File: src/sv/srsq_pkg.sv
// Shared constants and types for the sorted range set queue.
package srsq_pkg;

    localparam int MAX_RANGES = 16;
    localparam int IDX_W = (MAX_RANGES > 1) ? $clog2(MAX_RANGES) : 1;
    localparam int CNT_W = $clog2(MAX_RANGES + 1);

    localparam logic OP_INSERT = 1'b0;
    localparam logic OP_GET    = 1'b1;

    typedef struct packed {
        logic [31:0] start;
        logic [31:0] len;
    } entry_t;

    typedef struct packed {
        logic [31:0] chunk;
        logic        was_empty;
        logic        overflow;
        logic        nonempty;
    } res_t;

endpackage

File: src/sv/sorted_range_set_queue.sv
// Top level of the sorted range set queue: handshakes and output register.
// One transfer is in work at a time; the input is ready only while the sequencer is idle.
// From the accepting edge to the result in the output register, a get or an insert walks one
// range entry per cycle. The sequencer returns to idle on the edge that loads the output register;
// a held result stalls the input.
// Reset clears the range count and the control state; the range memory is not cleared.
module sorted_range_set_queue (
    input  logic        clk,
    input  logic        rst_n,
    input  logic        in_valid,
    output logic        in_ready,
    input  logic        op,
    input  logic [31:0] first_chunk,
    input  logic [31:0] chunk_count,
    output logic        out_valid,
    input  logic        out_ready,
    output logic [31:0] chunk,
    output logic        was_empty,
    output logic        overflow,
    output logic        nonempty
);

    logic           res_valid;
    logic           res_ready;
    srsq_pkg::res_t res;
    srsq_pkg::res_t res_reg;
    logic           out_valid_reg, out_valid_next;

    srsq_engine u_engine (
        .clk       (clk),
        .rst_n     (rst_n),
        .req_valid (in_valid),
        .req_ready (in_ready),
        .req_op    (op),
        .req_first (first_chunk),
        .req_count (chunk_count),
        .res_valid (res_valid),
        .res_ready (res_ready),
        .res       (res)
    );

    assign res_ready = !out_valid_reg || out_ready;

    always_comb
    begin
        out_valid_next = out_valid_reg;
        if (res_ready)
        begin
            out_valid_next = res_valid;
        end
    end

    always_ff @(posedge clk or negedge rst_n)
    begin
        if (!rst_n)
        begin
            out_valid_reg <= 1'b0;
        end
        else
        begin
            out_valid_reg <= out_valid_next;
        end
    end

    always_ff @(posedge clk)
    begin
        if (res_ready && res_valid)
        begin
            res_reg <= res;
        end
    end

    assign out_valid = out_valid_reg;
    assign chunk     = res_reg.chunk;
    assign was_empty = res_reg.was_empty;
    assign overflow  = res_reg.overflow;
    assign nonempty  = res_reg.nonempty;

endmodule

File: src/sv/srsq_engine.sv
// Sequencer and range memory that carry out one insert or get at a time.
module srsq_engine (
    input  logic                clk,
    input  logic                rst_n,
    input  logic                req_valid,
    output logic                req_ready,
    input  logic                req_op,
    input  logic [31:0]         req_first,
    input  logic [31:0]         req_count,
    output logic                res_valid,
    input  logic                res_ready,
    output srsq_pkg::res_t      res
);

    typedef enum logic [9:0] {
        S_IDLE   = 10'b0000000001,
        S_START  = 10'b0000000010,
        S_SEARCH = 10'b0000000100,
        S_FOUND  = 10'b0000001000,
        S_MERGE  = 10'b0000010000,
        S_FIN    = 10'b0000100000,
        S_MOVE   = 10'b0001000000,
        S_PUT    = 10'b0010000000,
        S_GET    = 10'b0100000000,
        S_DONE   = 10'b1000000000
    } state_t;

    localparam logic [srsq_pkg::CNT_W-1:0] CNT_ONE = srsq_pkg::CNT_W'(1);
    localparam logic [srsq_pkg::CNT_W-1:0] CNT_MAX = srsq_pkg::CNT_W'(srsq_pkg::MAX_RANGES);

    srsq_pkg::entry_t range_mem [srsq_pkg::MAX_RANGES];
    srsq_pkg::entry_t rd_data_reg;

    state_t state_reg, state_next;
    logic [srsq_pkg::CNT_W-1:0] total_reg, total_next;
    logic                       pend_reg, pend_next;

    logic                       op_reg, op_next;
    logic [31:0]                s_reg, s_next;
    logic [31:0]                n_reg, n_next;
    logic [31:0]                sn_reg, sn_next;
    logic [31:0]                cure_reg, cure_next;
    logic [31:0]                ms_reg, ms_next;
    logic [31:0]                me_reg, me_next;
    logic [srsq_pkg::CNT_W-1:0] idx_reg, idx_next;
    logic [srsq_pkg::CNT_W-1:0] pos_reg, pos_next;
    logic [srsq_pkg::CNT_W-1:0] src_reg, src_next;
    logic [srsq_pkg::CNT_W-1:0] dst_reg, dst_next;
    logic [srsq_pkg::CNT_W-1:0] cnt_reg, cnt_next;
    logic [srsq_pkg::CNT_W-1:0] d_reg, d_next;
    logic                       up_reg, up_next;
    logic [31:0]                chunk_reg, chunk_next;
    logic                       empty_reg, empty_next;
    logic                       ovf_reg, ovf_next;

    logic                       rd_en;
    logic [srsq_pkg::IDX_W-1:0] rd_addr;
    logic                       wr_en;
    logic [srsq_pkg::IDX_W-1:0] wr_addr;
    srsq_pkg::entry_t           wr_data;

    logic [srsq_pkg::CNT_W-1:0] idx_inc;
    logic [srsq_pkg::CNT_W-1:0] pos_inc;
    logic [srsq_pkg::CNT_W-1:0] gap;
    logic [31:0]                rd_end;

    assign idx_inc = idx_reg + CNT_ONE;
    assign pos_inc = pos_reg + CNT_ONE;
    assign gap     = idx_reg - pos_inc;
    assign rd_end  = rd_data_reg.start + rd_data_reg.len;

    always_ff @(posedge clk)
    begin
        if (wr_en)
        begin
            range_mem[wr_addr] <= wr_data;
        end
        if (rd_en)
        begin
            rd_data_reg <= range_mem[rd_addr];
        end
    end

    always_comb
    begin
        state_next = state_reg;
        total_next = total_reg;
        pend_next  = pend_reg;
        op_next    = op_reg;
        s_next     = s_reg;
        n_next     = n_reg;
        sn_next    = sn_reg;
        cure_next  = cure_reg;
        ms_next    = ms_reg;
        me_next    = me_reg;
        idx_next   = idx_reg;
        pos_next   = pos_reg;
        src_next   = src_reg;
        dst_next   = dst_reg;
        cnt_next   = cnt_reg;
        d_next     = d_reg;
        up_next    = up_reg;
        chunk_next = chunk_reg;
        empty_next = empty_reg;
        ovf_next   = ovf_reg;
        rd_en      = 1'b0;
        rd_addr    = '0;
        wr_en      = 1'b0;
        wr_addr    = '0;
        wr_data    = '0;

        unique case (state_reg)
            S_IDLE:
            begin
                if (req_valid)
                begin
                    op_next    = req_op;
                    s_next     = req_first;
                    n_next     = req_count;
                    state_next = S_START;
                end
            end
            S_START:
            begin
                chunk_next = '0;
                empty_next = 1'b0;
                ovf_next   = 1'b0;
                sn_next    = s_reg + n_reg;
                if (op_reg == srsq_pkg::OP_GET)
                begin
                    if (total_reg == '0)
                    begin
                        empty_next = 1'b1;
                        state_next = S_DONE;
                    end
                    else
                    begin
                        rd_en      = 1'b1;
                        state_next = S_GET;
                    end
                end
                else if (n_reg == '0)
                begin
                    state_next = S_DONE;
                end
                else if (total_reg == '0)
                begin
                    pos_next   = '0;
                    state_next = S_PUT;
                end
                else
                begin
                    rd_en      = 1'b1;
                    idx_next   = '0;
                    state_next = S_SEARCH;
                end
            end
            S_SEARCH:
            begin
                if (s_reg <= rd_end)
                begin
                    cure_next  = rd_end;
                    pos_next   = idx_reg;
                    state_next = S_FOUND;
                end
                else if (idx_inc == total_reg)
                begin
                    pos_next = total_reg;
                    if (total_reg == CNT_MAX)
                    begin
                        ovf_next   = 1'b1;
                        state_next = S_DONE;
                    end
                    else
                    begin
                        state_next = S_PUT;
                    end
                end
                else
                begin
                    rd_en    = 1'b1;
                    rd_addr  = idx_inc[srsq_pkg::IDX_W-1:0];
                    idx_next = idx_inc;
                end
            end
            S_FOUND:
            begin
                if (sn_reg < rd_data_reg.start)
                begin
                    if (total_reg == CNT_MAX)
                    begin
                        ovf_next   = 1'b1;
                        state_next = S_DONE;
                    end
                    else
                    begin
                        up_next    = 1'b1;
                        src_next   = total_reg - CNT_ONE;
                        dst_next   = total_reg;
                        cnt_next   = total_reg - pos_reg;
                        pend_next  = 1'b0;
                        state_next = S_MOVE;
                    end
                end
                else
                begin
                    ms_next  = (s_reg < rd_data_reg.start) ? s_reg : rd_data_reg.start;
                    me_next  = (sn_reg > cure_reg) ? sn_reg : cure_reg;
                    idx_next = pos_inc;
                    if (pos_inc < total_reg)
                    begin
                        rd_en      = 1'b1;
                        rd_addr    = pos_inc[srsq_pkg::IDX_W-1:0];
                        state_next = S_MERGE;
                    end
                    else
                    begin
                        state_next = S_FIN;
                    end
                end
            end
            S_MERGE:
            begin
                if (me_reg < rd_data_reg.start)
                begin
                    state_next = S_FIN;
                end
                else
                begin
                    if (me_reg < rd_end)
                    begin
                        me_next = rd_end;
                    end
                    idx_next = idx_inc;
                    if (idx_inc < total_reg)
                    begin
                        rd_en   = 1'b1;
                        rd_addr = idx_inc[srsq_pkg::IDX_W-1:0];
                    end
                    else
                    begin
                        state_next = S_FIN;
                    end
                end
            end
            S_FIN:
            begin
                wr_en         = 1'b1;
                wr_addr       = pos_reg[srsq_pkg::IDX_W-1:0];
                wr_data.start = ms_reg;
                wr_data.len   = me_reg - ms_reg;
                d_next        = gap;
                src_next      = idx_reg;
                dst_next      = pos_inc;
                cnt_next      = (gap == '0) ? '0 : (total_reg - idx_reg);
                up_next       = 1'b0;
                pend_next     = 1'b0;
                state_next    = S_MOVE;
            end
            S_MOVE:
            begin
                if (pend_reg)
                begin
                    wr_en    = 1'b1;
                    wr_addr  = dst_reg[srsq_pkg::IDX_W-1:0];
                    wr_data  = rd_data_reg;
                    dst_next = up_reg ? (dst_reg - CNT_ONE) : (dst_reg + CNT_ONE);
                end
                if (cnt_reg != '0)
                begin
                    rd_en     = 1'b1;
                    rd_addr   = src_reg[srsq_pkg::IDX_W-1:0];
                    src_next  = up_reg ? (src_reg - CNT_ONE) : (src_reg + CNT_ONE);
                    cnt_next  = cnt_reg - CNT_ONE;
                    pend_next = 1'b1;
                end
                else
                begin
                    pend_next = 1'b0;
                    if (!pend_reg)
                    begin
                        if (up_reg)
                        begin
                            state_next = S_PUT;
                        end
                        else
                        begin
                            total_next = total_reg - d_reg;
                            state_next = S_DONE;
                        end
                    end
                end
            end
            S_PUT:
            begin
                wr_en         = 1'b1;
                wr_addr       = pos_reg[srsq_pkg::IDX_W-1:0];
                wr_data.start = s_reg;
                wr_data.len   = n_reg;
                total_next    = total_reg + CNT_ONE;
                state_next    = S_DONE;
            end
            S_GET:
            begin
                chunk_next = rd_data_reg.start;
                if (rd_data_reg.len > 32'd1)
                begin
                    wr_en         = 1'b1;
                    wr_data.start = rd_data_reg.start + 32'd1;
                    wr_data.len   = rd_data_reg.len - 32'd1;
                    state_next    = S_DONE;
                end
                else
                begin
                    d_next     = CNT_ONE;
                    src_next   = CNT_ONE;
                    dst_next   = '0;
                    cnt_next   = total_reg - CNT_ONE;
                    up_next    = 1'b0;
                    pend_next  = 1'b0;
                    state_next = S_MOVE;
                end
            end
            S_DONE:
            begin
                if (res_ready)
                begin
                    state_next = S_IDLE;
                end
            end
            default:
            begin
                state_next = S_IDLE;
            end
        endcase
    end

    always_ff @(posedge clk or negedge rst_n)
    begin
        if (!rst_n)
        begin
            state_reg <= S_IDLE;
            total_reg <= '0;
            pend_reg  <= 1'b0;
        end
        else
        begin
            state_reg <= state_next;
            total_reg <= total_next;
            pend_reg  <= pend_next;
        end
    end

    always_ff @(posedge clk)
    begin
        op_reg    <= op_next;
        s_reg     <= s_next;
        n_reg     <= n_next;
        sn_reg    <= sn_next;
        cure_reg  <= cure_next;
        ms_reg    <= ms_next;
        me_reg    <= me_next;
        idx_reg   <= idx_next;
        pos_reg   <= pos_next;
        src_reg   <= src_next;
        dst_reg   <= dst_next;
        cnt_reg   <= cnt_next;
        d_reg     <= d_next;
        up_reg    <= up_next;
        chunk_reg <= chunk_next;
        empty_reg <= empty_next;
        ovf_reg   <= ovf_next;
    end

    assign req_ready     = (state_reg == S_IDLE);
    assign res_valid     = (state_reg == S_DONE);
    assign res.chunk     = chunk_reg;
    assign res.was_empty = empty_reg;
    assign res.overflow  = ovf_reg;
    assign res.nonempty  = (total_reg != '0);

endmodule

File: config.mk
export PLATFORM = sky130hd
export DESIGN_NAME = sorted_range_set_queue
export DESIGN_NICKNAME = d
export VERILOG_FILES = /design/src/sv/srsq_pkg.sv /design/src/sv/sorted_range_set_queue.sv /design/src/sv/srsq_engine.sv
export SDC_FILE = /design/constraint.sdc
export NUM_CORES = 2
export LEC_CHECK = 0
export BUFFER_PORTS_ARGS = -buffer_cell sky130_fd_sc_hd__buf_2
export CORE_AREA = 2 2 526 528
export CTS_BUF_LIST = sky130_fd_sc_hd__clkbuf_8
export CTS_CLUSTER_DIAMETER = 200
export DETAILED_ROUTE_END_ITERATION = 7
export DIE_AREA = 0 0 528 530
export SYNTH_ARGS = -nofsm -noshare
export SYNTH_HDL_FRONTEND = slang
export SYNTH_SLANG_ARGS = --single-unit
File: constraint.sdc
create_clock -name clk -period 10.01 [get_ports clk]
set_input_delay 1.5015 -clock clk [delete_from_list [all_inputs] [get_ports clk]]
set_output_delay 1.5015 -clock clk [all_outputs]
set_load 0.01 [all_outputs]
==> parameters.txt <==
Parameter                              Value

Power and ir drop
  Static Leakage ... 29.5 nW
  Maximum vdd ir drop ... between 0.1 and 0.15 mV
  Pwr per Cell Area ... about 200 mW/mm²
  Final Power ... 15.3 mW

STA
  Minimum clock period after layout ... about 8.5 ns
  Max-Slew Margin vs Limit ... under 10%
  Final setup violation count ... 0
  Worst clock skew ... between 0.09 and 0.1 ns
  Final period util ... around 85%
  Max Transition Viols Final ... 0
  Setup tns final ... 0 ns
  Max Fclk ... between 0.1 and 0.15 GHz
  Unrepaired setup endpoints after global routing ... false
  Hold Fails Final Rpt ... 0
  Worst-Margin Slew ... approximately 1.4 ns

Worst setup path
  R2R Path Start ... u_engine.rd_data_reg[32]$_DFFE_PP_
  Startpoint type of the worst setup path ... flop
  Terminus of the critical flop-to-flop path ... u_engine.rd_data_reg[3]$_DFFE_PP_
  Cell with the largest stage delay on the worst path ... sky130_fd_sc_hd__edfxtp_1
  Endpoint required time on the critical path ... 10.66 ns
  Reg-to-reg slack, setup ... 1.49 ns
  Crit path capture type ... flop
  Critical path peak fanout ... about 100
  Data arrival, critical path ... 9.17 ns
  Largest stage delay, worst path ... between 0.5 and 0.6 ns
  Cell count of the worst reg-to-reg path ... 27
  Classification of the worst setup path ... reg2reg

Floorplanning
  # IOs ... between 100 and 150
  Area of the die ... between 0.2 and 0.3 mm²
  Die Width ... 528 µm
  Rows ... 193
  Die Y-Extent ... ~530 µm
  Floorplan core area ... roughly 0.27 mm²
  Initial cell density of the core ... 23.9%

Yosys
  Share of synthesized flip-flops with an asynchronous set or reset ... 1.22%
  Yosys warnings ... 0
  Gate Count Post-Synth ... roughly 4600
  Most repeated cell in the gate-level netlist after synthesis ... sky130_fd_sc_hd__edfxtp_1
  Synth cell count leaders ... sky130_fd_sc_hd__edfxtp_1 (1379), sky130_fd_sc_hd__ha_1 (319), sky130_fd_sc_hd__mux2i_1 (304)
  Synthesized area per cell ... between 10 and 15 µm²
  Number of synthesized register bits ... roughly 1400
  Leading post-synthesis cells by cell area ... sky130_fd_sc_hd__edfxtp_1 (63%), sky130_fd_sc_hd__ha_1 (6.1%), sky130_fd_sc_hd__mux2_2 (5.1%)
  Count of flip-flops with a built-in enable after synthesis ... roughly 1400
  Synthesized netlist net count ... approximately 5000
  Commonest register cell after synthesis ... sky130_fd_sc_hd__edfxtp_1
  Seq/Total Area, Yosys ... ~64%
  Distinct cell type count after synthesis ... approximately 80
  Post-Synthesis Cell Area ... about 0.066 mm²
  Biggest area consumer among synthesized cells ... sky130_fd_sc_hd__edfxtp_1
  Post-synth top area share ... between 60% and 70%

Placement
  HPWL reported at the end of detailed placement ... 130000 µm
  Inst Count DP ... about 8200
  Final weighted congestion in routability-driven placement ... about 0.96
  I/O Buffers ... between 100 and 150

Clock tree
  Number of levels the H-tree was split into ... 4
  Maximum clock path buffer count ... 4
  Number of sinks handled by clock tree synthesis ... 1396
  Number of buffers inserted during clock tree synthesis ... between 200 and 250
  Clock latency reported for the late side of the worst-skew pair ... 0.99 ns
  Cells resized by post-CTS repair ... 0
  Clock transition at the registers of the reported paths ... ~0.060 ns
  Setup Buffers After CTS ... 0
  CTS Root Cell ... sky130_fd_sc_hd__clkbuf_8
  Hold-fix buffers at CTS ... 0
  CTS tree ... done

Finish
  Ratio of cells with drive above 1 in the final layout ... about 17%
  Final Core Density ... between 20% and 30%
  Relative area change from synthesis to final layout ... 15.0%
  Final-stage net count ... between 5000 and 6000
  Flip-flop count of the largest register after layout ... 1024
  Final Non-Filler Cells ... ~8600

Route
  Initial detailed-routing violation count ... about 4500
  Routed wire length per instance ... between 20 and 25 µm
  Wire length reported by the detailed router ... about 200000 µm
  Detailed-route DRC error count ... 0
  Remaining antenna violation count ... 0
  Router iterations before antenna repair ... 8
  Via density ... between 4 and 5
  Total number of vias ... 42100

Run status
  Status ... completed

Worst hold path
  Cell depth of the worst min-delay path ... 0
  Worst Hold Path EP ... chunk[18]$_DFFE_PP_
  Path category of the worst min-delay check ... reg2reg
  Hold Path Origin ... u_engine.chunk_reg[18]$_SDFFCE_PN0P_

GRT
  Antenna violations before repair ... 3
  GRT Overall Usage ... between 10% and 20%
  Maximum number of pins on one net before global-route repair ... 100
  Number of global-route vias before repair ... 42000
  First-pass GRT wire length ... roughly 290000 µm
  Overflow left after global routing ... 0

Flow run
  Max-cap viol count ... 0
-- cell type report --
type | instances | area, µm²
Clock inverter | 174 | 1200
Timing Repair Buffer | 213 | 1460
Tap cell | 3607 | 4510
Fill cell | 27800 | 199000
Sequential cell | 1396 | 41800
Inverter | 187 | 702
Antenna cell | 3 | 7.51
Clock buffer | 226 | 3110
Multi-Input combinational cell | 2822 | 22600
-- where the power goes --
group,switching (mW),internal (mW)
registers,0.502,6.87
logic,1.94,1.14
clock network,2.33,2.52
-- through the flow --
| stage | setup WS, ns | hold slack, ns | area [µm²] |
|---|---|---|---|
| final | 1.49 | 0.395 | 75400 |
| after global routing | 1.04 | 0.401 | 75400 |
| after CTS | 1.54 | 0.406 | 75400 |
| after detailed placement | 1.61 | 0.407 | 71100 |
| after global placement | 1.55 | 0.407 | 71100 |
| after floorplan | 3.00 | 0.400 | 65600 |
-- layer usage --
| layer | part of all wire (%) | track usage, % |
|---|---|---|
| met1 | 42 | 17.9 |
| met5 | 0 | 0 |
| met4 | 4.4 | 6.24 |
| met3 | 7.5 | 2.04 |
| met2 | 47 | 22.5 |
-- worst max-delay path by stage --
stage / start / end / slack, ns / depth (start not counted)
after floorplan: u_engine.rd_data_reg[32]$_DFFE_PP_ / u_engine.rd_data_reg[0]$_DFFE_PP_ / 3.00 / 23
after global placement: u_engine.rd_data_reg[33]$_DFFE_PP_ / u_engine.rd_data_reg[32]$_DFFE_PP_ / 1.55 / 26
after detailed placement: u_engine.rd_data_reg[33]$_DFFE_PP_ / u_engine.rd_data_reg[40]$_DFFE_PP_ / 1.61 / 26
after CTS: u_engine.rd_data_reg[33]$_DFFE_PP_ / u_engine.rd_data_reg[38]$_DFFE_PP_ / 1.54 / 26
after global routing: u_engine.rd_data_reg[33]$_DFFE_PP_ / u_engine.rd_data_reg[3]$_DFFE_PP_ / 1.04 / 26
final: u_engine.rd_data_reg[32]$_DFFE_PP_ / u_engine.rd_data_reg[3]$_DFFE_PP_ / 1.49 / 27
-- cells in the final DEF (no fill, tap or decap), types with 17 or more instances in the layout --
cell type                  synthesis  routed
sky130_fd_sc_hd__xor2_1           46      46
sky130_fd_sc_hd__a21o_1           78      78
sky130_fd_sc_hd__buf_2            57     105
sky130_fd_sc_hd__buf_4             4      98
sky130_fd_sc_hd__nand3_1          66      65
sky130_fd_sc_hd__o21ai_0         183     182
sky130_fd_sc_hd__or3_1            23      22
sky130_fd_sc_hd__nor2b_1          32      30
sky130_fd_sc_hd__o22a_1          118     118
sky130_fd_sc_hd__nor2_4            0      19
sky130_fd_sc_hd__clkinv_1          0      54
sky130_fd_sc_hd__nor2_1          186     167
sky130_fd_sc_hd__nor4_1           28      28
sky130_fd_sc_hd__clkinv_2          0      39
sky130_fd_sc_hd__edfxtp_1       1379    1379
sky130_fd_sc_hd__a221oi_1         21      21
sky130_fd_sc_hd__nor3_1           70      70
sky130_fd_sc_hd__nand2b_1         30      30
sky130_fd_sc_hd__a21oi_1         186     185
sky130_fd_sc_hd__nand4_1         104     104
sky130_fd_sc_hd__o21a_1           30      29
sky130_fd_sc_hd__a222oi_1         76      76
sky130_fd_sc_hd__mux2_2          298     298
sky130_fd_sc_hd__ha_1            319     319
sky130_fd_sc_hd__a22oi_1          20      20
sky130_fd_sc_hd__xnor2_1          72      72
sky130_fd_sc_hd__a221o_1          19      19
sky130_fd_sc_hd__inv_1           187     238
sky130_fd_sc_hd__nand2_1         251     249
sky130_fd_sc_hd__clkbuf_8          0     226
sky130_fd_sc_hd__a31oi_1          17      17
sky130_fd_sc_hd__mux2i_1         304     304
sky130_fd_sc_hd__a211oi_1         18      17
-- kinds of logic (layout without fill, tap and decap cells) --
family,count (synthesis),after routing,share of synthesized area [%]
AOI/OAI and AO/OA,892,892,9.57
xor gates and xnor gates,118,118,1.58
adders and majority gates,328,328,6.36
buffers and inverters,355,800,2.30
DFF,1396,1396,63.8
muxes,602,602,9.76
other,0,3,0
and+or+nand+nor,882,882,6.64
-- worst max-delay path, delay by kind of cell (launching register included) --
kind / cells / cell delay, ns
simple gates: 7 / 1.18
fa+ha+maj: 3 / 0.82
compound gates: 11 / 3.46
xor+xnor: 1 / 0.37
buf+inv: 3 / 1.02
mux: 2 / 0.69
flops: 1 / 0.56
No activity file was read; power rests on OpenSTA's default activity.
